--- src/rtl/bpa_pkg.sv ---
// ============================================================================
// BPS patch apply engine package
// Shared constants, codes, queue entry type and CRC helpers.
// ============================================================================
package bpa_pkg;

    localparam int ADDR_BITS    = 22;
    localparam int MEM_DEPTH    = 1 << ADDR_BITS;
    localparam int PLEN_BITS    = 27;
    localparam int QDEPTH       = 2;
    localparam int FOOTER_BYTES = 12;
    localparam int CRC_BYTES    = 4;
    localparam int SIG_BYTES    = 4;

    typedef logic [ADDR_BITS-1:0] t_addr;
    typedef logic [ADDR_BITS:0]   t_size;

    localparam logic [31:0] CRC_POLY    = 32'hEDB88320;
    localparam logic [31:0] CRC_INIT    = 32'hFFFFFFFF;
    localparam logic [31:0] SIG_WORD    = 32'h42505331;
    localparam logic [PLEN_BITS-1:0] PLEN_RESET = PLEN_BITS'(19);

    // Input functions.
    localparam logic [1:0] FUNC_LOAD   = 2'd0;
    localparam logic [1:0] FUNC_PATCH  = 2'd1;
    localparam logic [1:0] FUNC_READ   = 2'd2;
    localparam logic [1:0] FUNC_NEWJOB = 2'd3;

    // Configuration register indexes.
    localparam logic [7:0] CFG_PATCH_LENGTH = 8'd0;
    localparam logic [7:0] CFG_VALIDATE     = 8'd1;

    // Status codes.
    localparam logic [3:0] ST_BUSY       = 4'd0;
    localparam logic [3:0] ST_OK         = 4'd1;
    localparam logic [3:0] ST_BAD_SIG    = 4'd2;
    localparam logic [3:0] ST_MALFORMED  = 4'd3;
    localparam logic [3:0] ST_PATCH_CRC  = 4'd4;
    localparam logic [3:0] ST_SOURCE_CRC = 4'd5;
    localparam logic [3:0] ST_SREAD_OOB  = 4'd6;
    localparam logic [3:0] ST_SCOPY_OOB  = 4'd7;
    localparam logic [3:0] ST_TCOPY_OOB  = 4'd8;
    localparam logic [3:0] ST_TARGET_CRC = 4'd9;
    localparam logic [3:0] ST_TOO_LARGE  = 4'd10;

    // Operations handed from the parser to the executor.
    typedef enum logic [3:0] {
        OP_NONE    = 4'd0,
        OP_NEWJOB  = 4'd1,
        OP_SRCW    = 4'd2,
        OP_SIZEERR = 4'd3,
        OP_PUT     = 4'd4,
        OP_SREAD   = 4'd5,
        OP_SCOPY   = 4'd6,
        OP_TCOPY   = 4'd7,
        OP_READ    = 4'd8
    } t_op;

    typedef struct packed {
        t_op         op;
        logic        fin;   // last patch byte: resolve the final status
        logic [3:0]  pre;   // status already settled by the parser, else zero
        logic        chk;   // run the target CRC pass
        logic [31:0] tcrc;  // expected target CRC
        logic [63:0] len;
        logic [63:0] ofs;
        logic [7:0]  data;
        t_addr       addr;
        t_size       dts;   // declared target size after this item
    } t_entry;

    function automatic logic [31:0] crc_step(input logic [31:0] crc, input logic [7:0] b);
        logic [31:0] c;
        c = crc ^ {24'd0, b};
        for (int k = 0; k < 8; k++) begin
            c = c[0] ? (CRC_POLY ^ (c >> 1)) : (c >> 1);
        end
        return c;
    endfunction

    function automatic logic [31:0] byteswap(input logic [31:0] w);
        return {w[7:0], w[15:8], w[23:16], w[31:24]};
    endfunction

endpackage

--- src/rtl/bpa_queue.sv ---
// ============================================================================
// Operation queue
// Short FIFO of parsed operations between the parser and the executor.
// ============================================================================
module bpa_queue (
    input  logic            i_clk,
    input  logic            i_rst_n,
    input  logic            i_push,
    input  bpa_pkg::t_entry i_data,
    output logic            o_full,
    output logic            o_valid,
    input  logic            i_pop,
    output bpa_pkg::t_entry o_data
);
    import bpa_pkg::*;

    localparam int PTR_BITS = (QDEPTH > 1) ? $clog2(QDEPTH) : 1;
    localparam int CNT_BITS = $clog2(QDEPTH + 1);

    t_entry              r_mem [QDEPTH];
    logic [PTR_BITS-1:0] r_wptr;
    logic [PTR_BITS-1:0] r_rptr;
    logic [CNT_BITS-1:0] r_count;
    logic [PTR_BITS-1:0] n_wptr;
    logic [PTR_BITS-1:0] n_rptr;
    logic [CNT_BITS-1:0] n_count;

    assign o_full  = (r_count == CNT_BITS'(QDEPTH));
    assign o_valid = (r_count != '0);
    assign o_data  = r_mem[r_rptr];

    always_comb begin
        n_wptr  = r_wptr;
        n_rptr  = r_rptr;
        n_count = r_count;
        if (i_push) begin
            n_wptr = (r_wptr == PTR_BITS'(QDEPTH - 1)) ? '0 : r_wptr + 1'b1;
        end
        if (i_pop) begin
            n_rptr = (r_rptr == PTR_BITS'(QDEPTH - 1)) ? '0 : r_rptr + 1'b1;
        end
        if (i_push && !i_pop) begin
            n_count = r_count + 1'b1;
        end else if (!i_push && i_pop) begin
            n_count = r_count - 1'b1;
        end
    end

    always_ff @(posedge i_clk) begin
        if (!i_rst_n) begin
            r_wptr  <= '0;
            r_rptr  <= '0;
            r_count <= '0;
        end else begin
            r_wptr  <= n_wptr;
            r_rptr  <= n_rptr;
            r_count <= n_count;
        end
        if (i_push) begin
            r_mem[r_wptr] <= i_data;
        end
    end

    assert property (@(posedge i_clk) disable iff (!i_rst_n)
        r_count <= CNT_BITS'(QDEPTH))
        else $error("queue count exceeds depth");
    assert property (@(posedge i_clk) disable iff (!i_rst_n)
        !(i_push && o_full))
        else $error("push into a full queue");
    assert property (@(posedge i_clk) disable iff (!i_rst_n)
        i_pop |=> (r_rptr != $past(r_rptr)) || (QDEPTH == 1))
        else $error("read pointer did not advance on pop");

endmodule

--- config.mk ---
export PLATFORM = sky130hd
export DESIGN_NAME = bpa_queue
export DESIGN_NICKNAME = d
export VERILOG_FILES = /design/src/rtl/bpa_pkg.sv /design/src/rtl/bpa_queue.sv
export SDC_FILE = /design/constraint.sdc
export NUM_CORES = 1
export LEC_CHECK = 0
export BUFFER_PORTS_ARGS = -buffer_cell sky130_fd_sc_hd__buf_2
export CORE_ASPECT_RATIO = 1.1
export CORE_MARGIN = 2
export CORE_UTILIZATION = 50
export CTS_BUF_LIST = sky130_fd_sc_hd__clkbuf_4
export CTS_CLUSTER_DIAMETER = 30
export CTS_CLUSTER_SIZE = 8
export DETAILED_ROUTE_END_ITERATION = 8
export PLACE_DENSITY = 0.81
export SYNTH_ARGS = -nofsm -noshare
export SYNTH_HDL_FRONTEND = slang
export SYNTH_SLANG_ARGS = --single-unit
--- constraint.sdc ---
create_clock -name i_clk -period 33.6 [get_ports i_clk]
set_input_delay 1.68 -clock i_clk [delete_from_list [all_inputs] [get_ports i_clk]]
set_output_delay 1.68 -clock i_clk [all_outputs]
set_load 0.01 [all_outputs]
==> results.md <==
* run status: complete, no violations
* initial antenna violation count: 13
* fraction of layout instances using a drive strength above 1: 0.631
* number of buffers added to fix hold violations after cts: 0
* initial cell density of the core: 0.510
* number of detailed-route iterations in the first pass: 4
* final period utilization: 0.168
* register area: 0.0135 mm2
* core footprint: 0.0334 mm2
* critical register-to-register path endpoint: r_mem[1][82]
* reg2reg start: r_wptr
* CP endpoint kind: output port
* VDD IR max: 0.0435 mV
* logic depth of the worst path, buffers included: 4
* max-slew violation count: 0
* post-CTS setup-driven buffer insertion count: 0
* number of clock sinks: 451
* port buffer count: 451
* Post-Route WL: 33.6 mm
* global routing met3 resource utilization: 0.0690
* CP arrival: 3.97 ns
* Setup crit start kind: flop
* Register-to-Register Setup Slack: 30.71 ns
* mean instance size in the synthesized netlist: 23.8 um2
* buffer depth of the longest clock path: 3
* Final WS setup: 27.95 ns
* total number of nets in the final design: 1461
* global-route wire length before repair: 49.8 mm
* max-cap viol count: 0
* total global routing overflow: 0
* Worst Hold Class: reg -> reg
* number of nets with antenna violations after routing: 0
* TritonCTS clock tree: built
* largest fanout on the critical path: 72
* biggest cell delay along the critical path: 1.04 ns
* Clock Skew: 0.0186 ns
* Relative slew margins: 0.300
* number of buffers inserted during clock tree synthesis: 80
* synthesis-to-layout area growth: 22.5%
* min cycle time layout: 5.65 ns
* DRT iter0 DRCs: 446
* global route hottest layer: met2
* worst-case hold slack: 0.541 ns
* buffers plus inverters on the worst setup path: 3
* post-synth top area share: 0.787
* synthesized flop and latch total: 451
* final hold violation count: 0
* Power per Cell Area: 57.9 mW/mm2
* Finished Core Util: 0.624
* final RePlAce weighted congestion: 0.772
* Post-Syn Area: 0.0170 mm2
* Lkg Pwr: 8.25 nW
* clock latency on the worst-skew pair: 0.70 ns
* cell depth of the worst flop-to-flop path: 3
* y dimension of the die: 197 um
* maximum clock frequency: 177 MHz
* leading cell type in the layout, fill and taps excluded: buf_2
* num rows: 70
* post-synthesis sequential area ratio: 0.793
* slowest library cell on the worst path: dfxtp_4
* Final Instance Area: 0.0208 mm2
* count of yosys warnings during synthesis: 0
* Post-Synthesis Net Count: 944
* instance area at placement: 0.0196 mm2
* detailed-route DRC error count: 0
* routed via count divided by cell count: 4.98
* post-CTS resize count: 0
* M1 GR Usage: 0.189
* pin count of the biggest net entering global routing: 76
* Most common cell on crit path: buf_4
* area leader, netlist: edfxtp_1
* clock transition time at the flip-flop clock pins of the worst setup and hold paths: 0.07 ns
* transition time at the pin with the least slew margin: 1.05 ns
* Synth Instances: 716
* footprint of the multi-input gates: 0.00327 mm2
* category of the critical setup timing path: reg -> out
* worst setup timing slack at the placement stage: 28.56 ns
* unrepaired setup endpoints after global routing: no
* horizontal die dimension: 180 um
* TNS Setup: 0 ns
* number of placed I/O pins: 452
* Distinct cells, synth: 17
* start point of the worst hold path: r_count[1]
* Setup Viol. Count Final: 0
* wire per inst: 19.5 um
* largest cells by area after synthesis: edfxtp_1 79%, mux2_4 15%, mux2_2 3.5%
* critical path required time: 31.92 ns
* area enclosed by the die boundary: 0.0355 mm2
* cell chain of the critical path: buf_4 -> buf_4 -> mux2_4 -> buf_2
* total number of vias: 8607
* worst setup path endpoint: o_data[62]
* half-perimeter wire length after detailed placement: 23.4 mm
* kind of cell adding the most delay to the critical path: buffers and inverters
* met2 usage in global routing: 0.323
* via count of the first global-routing pass: 9215
* buffer cell driving the clock tree root: clkbuf_4
* commonest cells after routing, fill and taps aside: 451 x buf_2, 446 x edfxtp_1, 170 x mux2_4, 97 x clkbuf_4, 53 x mux2_2
* fill count: 2345
* Tot GR Track Use: 0.183
* H-tree levels: 3
-- worst min-delay path: cells and delay by family (launching register included) --
family,cells,cell delay (ns)
DFF,1,0.33
AOI/OAI and AO/OA,2,0.16
-- per-stage QoR --
stage,power (mW),std cells
finish,1.21,1728
floorplan,0.765,716
global placement,0.809,1583
global route,1.26,1727
detailed placement,0.814,1583
CTS,1.22,1718
-- logic make-up (layout without fill, tap and decap cells) --
| group | after synthesis | count (layout) | synth area share |
|---|---|---|---|
| flip-flops | 451 | 451 | 0.793 |
| buffers and inverters | 26 | 596 | 0.0149 |
| XOR/XNOR | 3 | 3 | 0.00154 |
| AND/OR/NAND/NOR | 9 | 9 | 0.00331 |
| AO/OA/AOI/OAI | 3 | 3 | 0.00118 |
| adder cells (fa/ha/maj) | 1 | 1 | 0.000735 |
| multiplexers | 223 | 223 | 0.185 |
| other | 0 | 10 | 0 |
-- flip-flops by register name, indices dropped and copies added, names as in the netlist, named ones only --
register and cells:
r_count 2, r_rptr 1, r_mem 446, r_wptr 1
-- Yosys cell counts (all sizes together) --
library cell,instances
dfxtp,5
edfxtp,446
o21a,1
a21boi,1
nor2b,3
and2,4
buf,25
mux2,223
inv,1
o21ai,1
or2,1
xor2,2
ha,1
xnor2,1
or3,1
-- layout make-up --
class                   count  area share
clock buffers              97      0.0350
diodes                     10     0.00120
repair buffers            460       0.112
multi-input cells         239       0.157
inverters                   1    0.000180
clock inverters            38      0.0211
well taps                 432      0.0259
flip-flops and latches    451       0.648
-- worst min-delay path by stage --
stage | slack (ns) | cells after the start | to
2_1_floorplan | 0.47 | 2 | r_count[1]
3_3_place_gp | 0.48 | 2 | r_count[1]
3_5_place_dp | 0.53 | 2 | r_count[1]
4_1_cts | 0.54 | 2 | r_count[1]
5_1_grt | 0.58 | 2 | r_count[1]
6_report | 0.54 | 2 | r_count[1]
-- routing by layer --
metal,part of all wire,up-vias
met5,0.00098,-
met4,0.044,4
met3,0.087,88
met2,0.53,410
met1,0.34,4157
li1,-,3948
-- power by group --
group	total [mW]	switching (mW)	internal, mW
Sequential	0.661	0.0110	0.650
Clock	0.407	0.190	0.217
Combinational	0.138	0.0669	0.0707
(Power assumes the default switching activity.)
