<file path="src/rtl/bpa_pkg.sv">
// ============================================================================
// BPS patch apply engine package
// Shared constants, codes, queue entry type and CRC helpers.
// ============================================================================
package bpa_pkg;

    localparam int ADDR_BITS    = 22;
    localparam int MEM_DEPTH    = 1 << ADDR_BITS;
    localparam int PLEN_BITS    = 27;
    localparam int QDEPTH       = 2;
    localparam int FOOTER_BYTES = 12;
    localparam int CRC_BYTES    = 4;
    localparam int SIG_BYTES    = 4;

    typedef logic [ADDR_BITS-1:0] t_addr;
    typedef logic [ADDR_BITS:0]   t_size;

    localparam logic [31:0] CRC_POLY    = 32'hEDB88320;
    localparam logic [31:0] CRC_INIT    = 32'hFFFFFFFF;
    localparam logic [31:0] SIG_WORD    = 32'h42505331;
    localparam logic [PLEN_BITS-1:0] PLEN_RESET = PLEN_BITS'(19);

    // Input functions.
    localparam logic [1:0] FUNC_LOAD   = 2'd0;
    localparam logic [1:0] FUNC_PATCH  = 2'd1;
    localparam logic [1:0] FUNC_READ   = 2'd2;
    localparam logic [1:0] FUNC_NEWJOB = 2'd3;

    // Configuration register indexes.
    localparam logic [7:0] CFG_PATCH_LENGTH = 8'd0;
    localparam logic [7:0] CFG_VALIDATE     = 8'd1;

    // Status codes.
    localparam logic [3:0] ST_BUSY       = 4'd0;
    localparam logic [3:0] ST_OK         = 4'd1;
    localparam logic [3:0] ST_BAD_SIG    = 4'd2;
    localparam logic [3:0] ST_MALFORMED  = 4'd3;
    localparam logic [3:0] ST_PATCH_CRC  = 4'd4;
    localparam logic [3:0] ST_SOURCE_CRC = 4'd5;
    localparam logic [3:0] ST_SREAD_OOB  = 4'd6;
    localparam logic [3:0] ST_SCOPY_OOB  = 4'd7;
    localparam logic [3:0] ST_TCOPY_OOB  = 4'd8;
    localparam logic [3:0] ST_TARGET_CRC = 4'd9;
    localparam logic [3:0] ST_TOO_LARGE  = 4'd10;

    // Operations handed from the parser to the executor.
    typedef enum logic [3:0] {
        OP_NONE    = 4'd0,
        OP_NEWJOB  = 4'd1,
        OP_SRCW    = 4'd2,
        OP_SIZEERR = 4'd3,
        OP_PUT     = 4'd4,
        OP_SREAD   = 4'd5,
        OP_SCOPY   = 4'd6,
        OP_TCOPY   = 4'd7,
        OP_READ    = 4'd8
    } t_op;

    typedef struct packed {
        t_op         op;
        logic        fin;   // last patch byte: resolve the final status
        logic [3:0]  pre;   // status already settled by the parser, else zero
        logic        chk;   // run the target CRC pass
        logic [31:0] tcrc;  // expected target CRC
        logic [63:0] len;
        logic [63:0] ofs;
        logic [7:0]  data;
        t_addr       addr;
        t_size       dts;   // declared target size after this item
    } t_entry;

    function automatic logic [31:0] crc_step(input logic [31:0] crc, input logic [7:0] b);
        logic [31:0] c;
        c = crc ^ {24'd0, b};
        for (int k = 0; k < 8; k++) begin
            c = c[0] ? (CRC_POLY ^ (c >> 1)) : (c >> 1);
        end
        return c;
    endfunction

    function automatic logic [31:0] byteswap(input logic [31:0] w);
        return {w[7:0], w[15:8], w[23:16], w[31:24]};
    endfunction

endpackage

</file>
<file path="src/rtl/bpa_front.sv">
// ============================================================================
// Patch parser
// Holds the configuration, takes every input item, walks the BPS syntax and
// emits one operation per item for the executor.
// ============================================================================
module bpa_front (
    input  logic                          i_clk,
    input  logic                          i_rst_n,
    input  logic                          i_cfg_we,
    input  logic [7:0]                    i_cfg_index,
    input  logic [31:0]                   i_cfg_data,
    input  logic                          i_take,
    input  logic [1:0]                    i_func,
    input  logic [7:0]                    i_data_byte,
    input  logic [bpa_pkg::ADDR_BITS-1:0] i_address,
    output bpa_pkg::t_entry               o_entry
);
    import bpa_pkg::*;

    typedef enum logic [10:0] {
        PH_SIG     = 11'b00000000001,
        PH_SRCSZ   = 11'b00000000010,
        PH_TGTSZ   = 11'b00000000100,
        PH_METALEN = 11'b00000001000,
        PH_META    = 11'b00000010000,
        PH_CMD     = 11'b00000100000,
        PH_TRDATA  = 11'b00001000000,
        PH_OFFSET  = 11'b00010000000,
        PH_FOOTER  = 11'b00100000000,
        PH_HALT    = 11'b01000000000,
        PH_DONE    = 11'b10000000000
    } t_phase;

    localparam logic [3:0] VSH_MAX = 4'd10;

    logic [PLEN_BITS-1:0] r_plen;
    logic                 r_chk;
    t_phase               r_phase,  n_phase;
    logic [63:0]          r_acc,    n_acc;
    logic [3:0]           r_vshift, n_vshift;
    logic [63:0]          r_rem,    n_rem;
    logic [PLEN_BITS-1:0] r_pbs,    n_pbs;
    t_size                r_dts,    n_dts;
    logic [31:0]          r_pcrc,   n_pcrc;
    logic [31:0]          r_scrc,   n_scrc;
    logic [63:0]          r_fs0,    n_fs0;
    logic [31:0]          r_fs1,    n_fs1;
    logic [3:0]           r_err,    n_err;
    logic                 r_tcopy,  n_tcopy;

    logic [PLEN_BITS-1:0] w_bound;
    logic [6:0]           w_sh;
    logic [63:0]          w_vsum;
    logic [63:0]          w_vcont;
    logic [3:0]           w_vnsh;
    logic [63:0]          w_len;
    logic                 w_mal;
    t_entry               w_e;

    // Variable-length number step: the weight is a power of 128, so the
    // product is a shift.
    assign w_sh    = 7'(r_vshift) * 7'd7;
    assign w_vsum  = r_acc + ({57'd0, i_data_byte[6:0]} << w_sh);
    assign w_vcont = w_vsum + (64'd1 << (w_sh + 7'd7));
    assign w_vnsh  = (r_vshift == VSH_MAX) ? r_vshift : r_vshift + 4'd1;
    assign w_len   = {2'b00, w_vsum[63:2]} + 64'd1;
    assign w_bound = (r_plen >= PLEN_BITS'(FOOTER_BYTES)) ?
                     r_plen - PLEN_BITS'(FOOTER_BYTES) : '0;

    always_comb begin
        n_phase  = r_phase;
        n_acc    = r_acc;
        n_vshift = r_vshift;
        n_rem    = r_rem;
        n_pbs    = r_pbs;
        n_dts    = r_dts;
        n_pcrc   = r_pcrc;
        n_scrc   = r_scrc;
        n_fs0    = r_fs0;
        n_fs1    = r_fs1;
        n_err    = r_err;
        n_tcopy  = r_tcopy;
        w_mal    = 1'b0;
        w_e      = '0;
        w_e.op   = OP_NONE;
        w_e.data = i_data_byte;
        w_e.addr = i_address;
        w_e.len  = r_rem;

        case (i_func)
            FUNC_LOAD: begin
                if (r_pbs == '0 && r_phase != PH_DONE) begin
                    w_e.op = OP_SRCW;
                    n_scrc = crc_step(r_scrc, i_data_byte);
                end
            end
            FUNC_PATCH: begin
                if (r_phase != PH_DONE) begin
                    if (r_plen >= PLEN_BITS'(CRC_BYTES) &&
                        r_pbs < r_plen - PLEN_BITS'(CRC_BYTES)) begin
                        n_pcrc = crc_step(r_pcrc, i_data_byte);
                    end
                    n_fs1 = {r_fs1[23:0], r_fs0[63:56]};
                    n_fs0 = {r_fs0[55:0], i_data_byte};

                    case (r_phase)
                        PH_SIG: begin
                            n_acc = {r_acc[55:0], i_data_byte};
                            if (r_pbs >= PLEN_BITS'(SIG_BYTES - 1)) begin
                                if (n_acc[31:0] != SIG_WORD) begin
                                    n_err   = ST_BAD_SIG;
                                    n_phase = PH_HALT;
                                end else begin
                                    n_phase = PH_SRCSZ;
                                end
                                n_acc = '0;
                            end
                        end
                        PH_SRCSZ, PH_TGTSZ, PH_METALEN: begin
                            if (i_data_byte[7]) begin
                                n_acc    = '0;
                                n_vshift = '0;
                                if (r_phase == PH_TGTSZ) begin
                                    if (w_vsum > 64'(MEM_DEPTH)) begin
                                        n_dts  = t_size'(MEM_DEPTH);
                                        w_e.op = OP_SIZEERR;
                                    end else begin
                                        n_dts = w_vsum[ADDR_BITS:0];
                                    end
                                    n_phase = PH_METALEN;
                                end else if (r_phase == PH_SRCSZ) begin
                                    n_phase = PH_TGTSZ;
                                end else begin
                                    n_rem   = w_vsum;
                                    n_phase = (w_vsum != '0) ? PH_META : PH_CMD;
                                end
                            end else begin
                                n_acc    = w_vcont;
                                n_vshift = w_vnsh;
                            end
                        end
                        PH_META: begin
                            n_rem = r_rem - 64'd1;
                            if (n_rem == '0) begin
                                n_phase = PH_CMD;
                            end
                        end
                        PH_CMD: begin
                            if (r_pbs >= w_bound) begin
                                if (r_vshift != '0) begin
                                    n_err   = ST_MALFORMED;
                                    n_phase = PH_HALT;
                                end else begin
                                    n_phase = PH_FOOTER;
                                end
                            end else if (i_data_byte[7]) begin
                                n_acc    = '0;
                                n_vshift = '0;
                                n_rem    = w_len;
                                case (w_vsum[1:0])
                                    2'd0: begin
                                        w_e.op  = OP_SREAD;
                                        w_e.len = w_len;
                                    end
                                    2'd1: begin
                                        n_phase = PH_TRDATA;
                                    end
                                    2'd2: begin
                                        n_tcopy = 1'b0;
                                        n_phase = PH_OFFSET;
                                    end
                                    default: begin
                                        n_tcopy = 1'b1;
                                        n_phase = PH_OFFSET;
                                    end
                                endcase
                            end else begin
                                n_acc    = w_vcont;
                                n_vshift = w_vnsh;
                            end
                        end
                        PH_TRDATA: begin
                            if (r_pbs >= w_bound) begin
                                n_err   = ST_MALFORMED;
                                n_phase = PH_HALT;
                            end else begin
                                w_e.op = OP_PUT;
                                n_rem  = r_rem - 64'd1;
                                if (n_rem == '0) begin
                                    n_phase = PH_CMD;
                                end
                            end
                        end
                        PH_OFFSET: begin
                            if (r_pbs >= w_bound) begin
                                n_err   = ST_MALFORMED;
                                n_phase = PH_HALT;
                            end else if (i_data_byte[7]) begin
                                n_acc    = '0;
                                n_vshift = '0;
                                w_e.op   = r_tcopy ? OP_TCOPY : OP_SCOPY;
                                w_e.ofs  = w_vsum;
                                n_phase  = PH_CMD;
                            end else begin
                                n_acc    = w_vcont;
                                n_vshift = w_vnsh;
                            end
                        end
                        default: begin
                        end
                    endcase

                    n_pbs = r_pbs + 1'b1;
                    if (n_pbs >= r_plen) begin
                        // Ending anywhere but between commands is malformed.
                        w_mal = (n_phase != PH_HALT) &&
                                (n_phase == PH_SIG || n_phase == PH_SRCSZ ||
                                 n_phase == PH_TGTSZ || n_phase == PH_METALEN ||
                                 n_phase == PH_META || n_phase == PH_TRDATA ||
                                 n_phase == PH_OFFSET ||
                                 (n_phase == PH_CMD && n_vshift != '0) ||
                                 r_plen < PLEN_BITS'(FOOTER_BYTES));
                        if (w_mal) begin
                            n_err = ST_MALFORMED;
                        end
                        w_e.fin = 1'b1;
                        w_e.chk = r_chk;
                        w_e.tcrc = byteswap(n_fs0[63:32]);
                        if (n_err != ST_BUSY) begin
                            w_e.pre = n_err;
                        end else if (byteswap(n_fs0[31:0]) != ~n_pcrc) begin
                            w_e.pre = ST_PATCH_CRC;
                        end else if (r_chk && byteswap(n_fs1) != ~r_scrc) begin
                            w_e.pre = ST_SOURCE_CRC;
                        end else begin
                            w_e.pre = ST_BUSY;
                        end
                        n_phase = PH_DONE;
                    end
                end
            end
            FUNC_READ: begin
                w_e.op = OP_READ;
            end
            default: begin
                w_e.op   = OP_NEWJOB;
                n_phase  = PH_SIG;
                n_acc    = '0;
                n_vshift = '0;
                n_rem    = '0;
                n_pbs    = '0;
                n_dts    = '0;
                n_pcrc   = CRC_INIT;
                n_scrc   = CRC_INIT;
                n_fs0    = '0;
                n_fs1    = '0;
                n_err    = ST_BUSY;
                n_tcopy  = 1'b0;
            end
        endcase
        w_e.dts = n_dts;
    end

    assign o_entry = w_e;

    always_ff @(posedge i_clk) begin
        if (!i_rst_n) begin
            r_plen   <= PLEN_RESET;
            r_chk    <= 1'b1;
            r_phase  <= PH_SIG;
            r_acc    <= '0;
            r_vshift <= '0;
            r_rem    <= '0;
            r_pbs    <= '0;
            r_dts    <= '0;
            r_pcrc   <= CRC_INIT;
            r_scrc   <= CRC_INIT;
            r_fs0    <= '0;
            r_fs1    <= '0;
            r_err    <= ST_BUSY;
            r_tcopy  <= 1'b0;
        end else begin
            if (i_cfg_we) begin
                case (i_cfg_index)
                    CFG_PATCH_LENGTH: r_plen <= i_cfg_data[PLEN_BITS-1:0];
                    CFG_VALIDATE:     r_chk  <= i_cfg_data[0];
                    default: begin
                    end
                endcase
            end
            if (i_take) begin
                r_phase  <= n_phase;
                r_acc    <= n_acc;
                r_vshift <= n_vshift;
                r_rem    <= n_rem;
                r_pbs    <= n_pbs;
                r_dts    <= n_dts;
                r_pcrc   <= n_pcrc;
                r_scrc   <= n_scrc;
                r_fs0    <= n_fs0;
                r_fs1    <= n_fs1;
                r_err    <= n_err;
                r_tcopy  <= n_tcopy;
            end
        end
    end

endmodule

</file>
<file path="config.mk">
export PLATFORM = sky130hd
export DESIGN_NAME = bpa_front
export DESIGN_NICKNAME = d
export VERILOG_FILES = /design/src/rtl/bpa_pkg.sv /design/src/rtl/bpa_front.sv
export SDC_FILE = /design/constraint.sdc
export NUM_CORES = 2
export LEC_CHECK = 0
export BUFFER_PORTS_ARGS = -buffer_cell sky130_fd_sc_hd__buf_2
export CORE_ASPECT_RATIO = 1.25
export CORE_MARGIN = 2
export CORE_UTILIZATION = 45
export CTS_BUF_LIST = sky130_fd_sc_hd__clkbuf_2
export DETAILED_ROUTE_END_ITERATION = 8
export HOLD_SLACK_MARGIN = 0.12
export PLACE_DENSITY = 0.62
export SLEW_MARGIN = 10
export SYNTH_ARGS = -nofsm -noshare
export SYNTH_HDL_FRONTEND = slang
export SYNTH_SLANG_ARGS = --single-unit
</file>
<file path="constraint.sdc">
create_clock -name i_clk -period 12.3 [get_ports i_clk]
set_clock_uncertainty 0.1 [all_clocks]
set_input_delay 1.23 -clock i_clk [delete_from_list [all_inputs] [get_ports i_clk]]
set_output_delay 1.23 -clock i_clk [all_outputs]
set_load 0.02 [all_outputs]
</file>
==> parameters.txt <==
Parameter                              Value

Global routing
  Global-route wire length before repair ... 222 mm
  Pin count of the biggest net entering global routing ... 179
  Antenna violations before repair ... 3
  Total global routing track utilization ... 34.5%
  Via count of the first global-routing pass ... 36,400
  Sum of overflow across all layers after global routing ... 0

Logic synthesis
  Number of register bits inferred by synthesis ... 378
  Async S/R FF share, synth ... 0%
  Synth top area share ... 21.0%
  Library cell occupying the most area in the post-synthesis netlist ... sky130_fd_sc_hd__dfxtp_1
  Post-synth design cell area ... 36,000 um^2
  Leading cell types by total area after synthesis ... sky130_fd_sc_hd__dfxtp_1 (21%), sky130_fd_sc_hd__ha_1 (8.3%), sky130_fd_sc_hd__xnor2_1 (8.2%), sky130_fd_sc_hd__nor2_1 (6.2%), sky130_fd_sc_hd__nand2_1 (5.9%)
  Mapped Nets ... 5,380
  Number of library cell types mapped by synthesis ... 101
  Yosys warnings ... 0
  Count of flip-flops with a built-in enable after synthesis ... 0
  Register area share after synthesis ... 21.0%
  Avg Inst Size Synth ... 7.11 um^2
  Cell count after synthesis ... 5,062
  Most used DFF post-synth ... sky130_fd_sc_hd__dfxtp_1

STA
  Total count of hold-check failures in the final report ... 0
  Worst-Margin Slew ... 1320 ps
  Worst rel slew slack ... 11.7%
  Achievable Freq ... 96.1 MHz
  Part of the cycle the worst path needs ... 84.6%
  # setup viols final ... 0
  Worst Slack Setup Final ... 1900 ps
  Final period demand of the worst path ... 10,400 ps
  Max-slew violation count ... 0
  Final total negative setup slack ... 0 ps
  Setup repair after global routing missed its margin ... no

Routing
  Initial DRC count ... 4,199
  Total vias in the final route ... 39,300
  Final antenna-violating net count ... 0
  Routed len/inst ... 23.6 um
  Length of the first detailed-routing pass in iterations ... 8
  Total length of routed wires ... 149 mm
  Drt via density ... 6.24
  Detailed-route DRC error count ... 0

Floorplan
  Die boundary height ... 320 um
  Starting density of the core ... 45.5%
  Die Area ... 82,200 um^2
  Width of the die ... 257 um
  Site Rows ... 115
  Num ports ... 299
  CORE AREA ... 79,000 um^2

Clocking
  Clock-pin slew on the worst setup and hold paths ... 100 ps
  Setup Buffers After CTS ... 0
  Root Driver ... sky130_fd_sc_hd__clkbuf_2
  H-tree lvl count ... 3
  Post-CTS resize count ... 0
  Clk Latency, worst-skew pair ... 1330 ps
  Number of clock sinks seen by CTS ... 378
  Deepest clock path buffer count ... 3
  Clock buffer count from CTS ... 103
  CTS tree ... yes
  CTS hold repair buffers ... 29

Final layout
  Post-synthesis to final-layout area growth ... 8.55%
  Layout Nets ... 5,497
  Fraction of layout cells with a size suffix above 1 ... 11.0%
  Most frequent standard cell in the layout excluding fill and tap cells ... sky130_fd_sc_hd__nor2_1
  Fill cell instance count of the final layout ... 8,238
  Non-filler instance count after layout ... 6,306
  Most used cells in the layout excluding fill and tap cells ... sky130_fd_sc_hd__nor2_1 (587), sky130_fd_sc_hd__nand2_1 (563), sky130_fd_sc_hd__dfxtp_1 (378), sky130_fd_sc_hd__xnor2_1 (335), sky130_fd_sc_hd__o21ai_0 (333)

Hold path
  Cell depth of the worst hold path ... 3
  Terminating pin of the worst hold path ... r_rem[8]
  Min-Delay Path Class ... input pin to flop
  Hold Crit Start ... i_rst_n

Flow run
  Maxcap violations ... 0

Power
  Worst voltage drop across the vdd grid ... 0.0623 mV
  Static Leak ... 16.3 nW
  Power per standard cell area ... 67.1 nW/um^2

Critical path
  CP max FO ... 27
  Critical path startpoint category ... flop
  Endpoint type of the worst setup path ... output pin
  Logic depth of the worst register-to-register path ... 26
  FF-to-FF End ... r_acc[61]
  Register-to-Register Setup Slack ... 3290 ps
  Data arrival, critical path ... 9070 ps
  Crit path kind ... flop to output pin
  Startpoint of the worst register-to-register path ... r_vshift[3]
  Worst path required time ... 10,970 ps

Place
  Post-Place Worst Slack ... 3070 ps
  PortBufs ... 249
  Global placement routability congestion ... 0.988
  Post-detail-place hpwl ... 110 mm
  Placed Instances ... 6,098

Run status
  Status ... complete, no violations
-- worst max-delay path by stage --
stage	from	endpoint	slack, ps	cells past startpoint
4_1_cts	r_plen[4]	o_entry[217]	1970	22
2_1_floorplan	i_data_byte[1]	o_entry[176]	4960	18
5_1_grt	r_plen[4]	o_entry[217]	1230	22
6_report	r_plen[4]	o_entry[217]	1900	22
3_3_place_gp	i_data_byte[0]	r_acc[61]	3090	25
3_5_place_dp	i_data_byte[0]	o_entry[217]	3070	19
-- cell usage after synthesis, types with 123 or more instances --
cell type	n
sky130_fd_sc_hd__xor2_1	135
sky130_fd_sc_hd__xnor2_1	335
sky130_fd_sc_hd__dfxtp_1	378
sky130_fd_sc_hd__nand3_1	167
sky130_fd_sc_hd__a21oi_1	311
sky130_fd_sc_hd__ha_1	238
sky130_fd_sc_hd__inv_1	137
sky130_fd_sc_hd__a22oi_1	234
sky130_fd_sc_hd__o21ai_0	333
sky130_fd_sc_hd__nor2_1	594
sky130_fd_sc_hd__clkbuf_1	290
sky130_fd_sc_hd__nand4_1	127
sky130_fd_sc_hd__and2_1	123
sky130_fd_sc_hd__nand2_1	566
-- final cells by class --
type	count	area, um^2	area share [%]
multi-input cells	4206	26600	68.1
flip-flops and latches	378	7570	19.4
repair buffers	351	2100	5.38
well taps	1053	1320	3.37
clock buffers	148	741	1.90
inverters	139	529	1.36
clock inverters	27	175	0.449
diodes	4	10.0	0.0256
-- power by group --
| group | switching, W | internal (W) |
|---|---|---|
| logic | 0.000263 | 0.000147 |
| clock network | 0.000629 | 0.000340 |
| registers | 0.0000104 | 0.00123 |
| total | 0.000901 | 0.00172 |
-- metal layers --
metal / track usage, % / share of wire [%]
met1: 46.2 / 42
met4: 16.0 / 4.6
met2: 54.4 / 44
met5: 0 / 0.013
met3: 5.41 / 8.6
-- critical path, cell delays in order, from the launching register on --
cell,delay (ps)
sky130_fd_sc_hd__dfxtp_1,400
sky130_fd_sc_hd__or2_2,390
sky130_fd_sc_hd__nor4_2,550
sky130_fd_sc_hd__nand4_1,440
sky130_fd_sc_hd__nor4_1,610
sky130_fd_sc_hd__and2_1,310
sky130_fd_sc_hd__o21ai_2,350
sky130_fd_sc_hd__nand2_1,160
sky130_fd_sc_hd__ha_1,250
sky130_fd_sc_hd__a211oi_1,320
sky130_fd_sc_hd__nor2_1,90
sky130_fd_sc_hd__nor4_1,320
sky130_fd_sc_hd__nand3_1,240
sky130_fd_sc_hd__o21bai_1,660
sky130_fd_sc_hd__a21oi_1,390
sky130_fd_sc_hd__o21ai_0,240
sky130_fd_sc_hd__o21ai_0,160
sky130_fd_sc_hd__o311ai_0,580
sky130_fd_sc_hd__nand4_1,180
sky130_fd_sc_hd__a211oi_1,560
sky130_fd_sc_hd__a21o_1,190
sky130_fd_sc_hd__and4_1,200
sky130_fd_sc_hd__buf_2,160
-- flip-flops by register name (all words and copies together) (netlist names) --
name      flops
r_vshift      4
r_chk         1
r_acc        64
r_dts        23
r_fs1        24
r_tcopy       1
r_fs0        64
r_pcrc       32
r_pbs        27
r_plen       27
r_scrc       32
r_rem        64
r_phase      11
r_err         4
-- cells by family after synthesis --
| logic type | Yosys count | synth area share (%) |
|---|---|---|
| AO/OA/AOI/OAI | 1353 | 24.3 |
| XOR/XNOR | 472 | 11.5 |
| adder cells (fa/ha/maj) | 242 | 8.50 |
| buffers and inverters | 478 | 5.37 |
| flip-flops | 378 | 21.0 |
| multiplexers | 13 | 0.379 |
| AND/OR/NAND/NOR | 2126 | 28.9 |
-- through the flow --
stage	power [W]	utilization [%]	hold WS, ps	area, um^2
2_1_floorplan	0.00157	-	349	36000
3_3_place_gp	0.00167	47.9	364	37800
3_5_place_dp	0.00167	47.9	381	37800
4_1_cts	0.00265	49.4	262	39000
5_1_grt	0.00275	49.4	325	39000
6_report	0.00262	49.4	344	39000
Power figures use the tool's default switching activity.
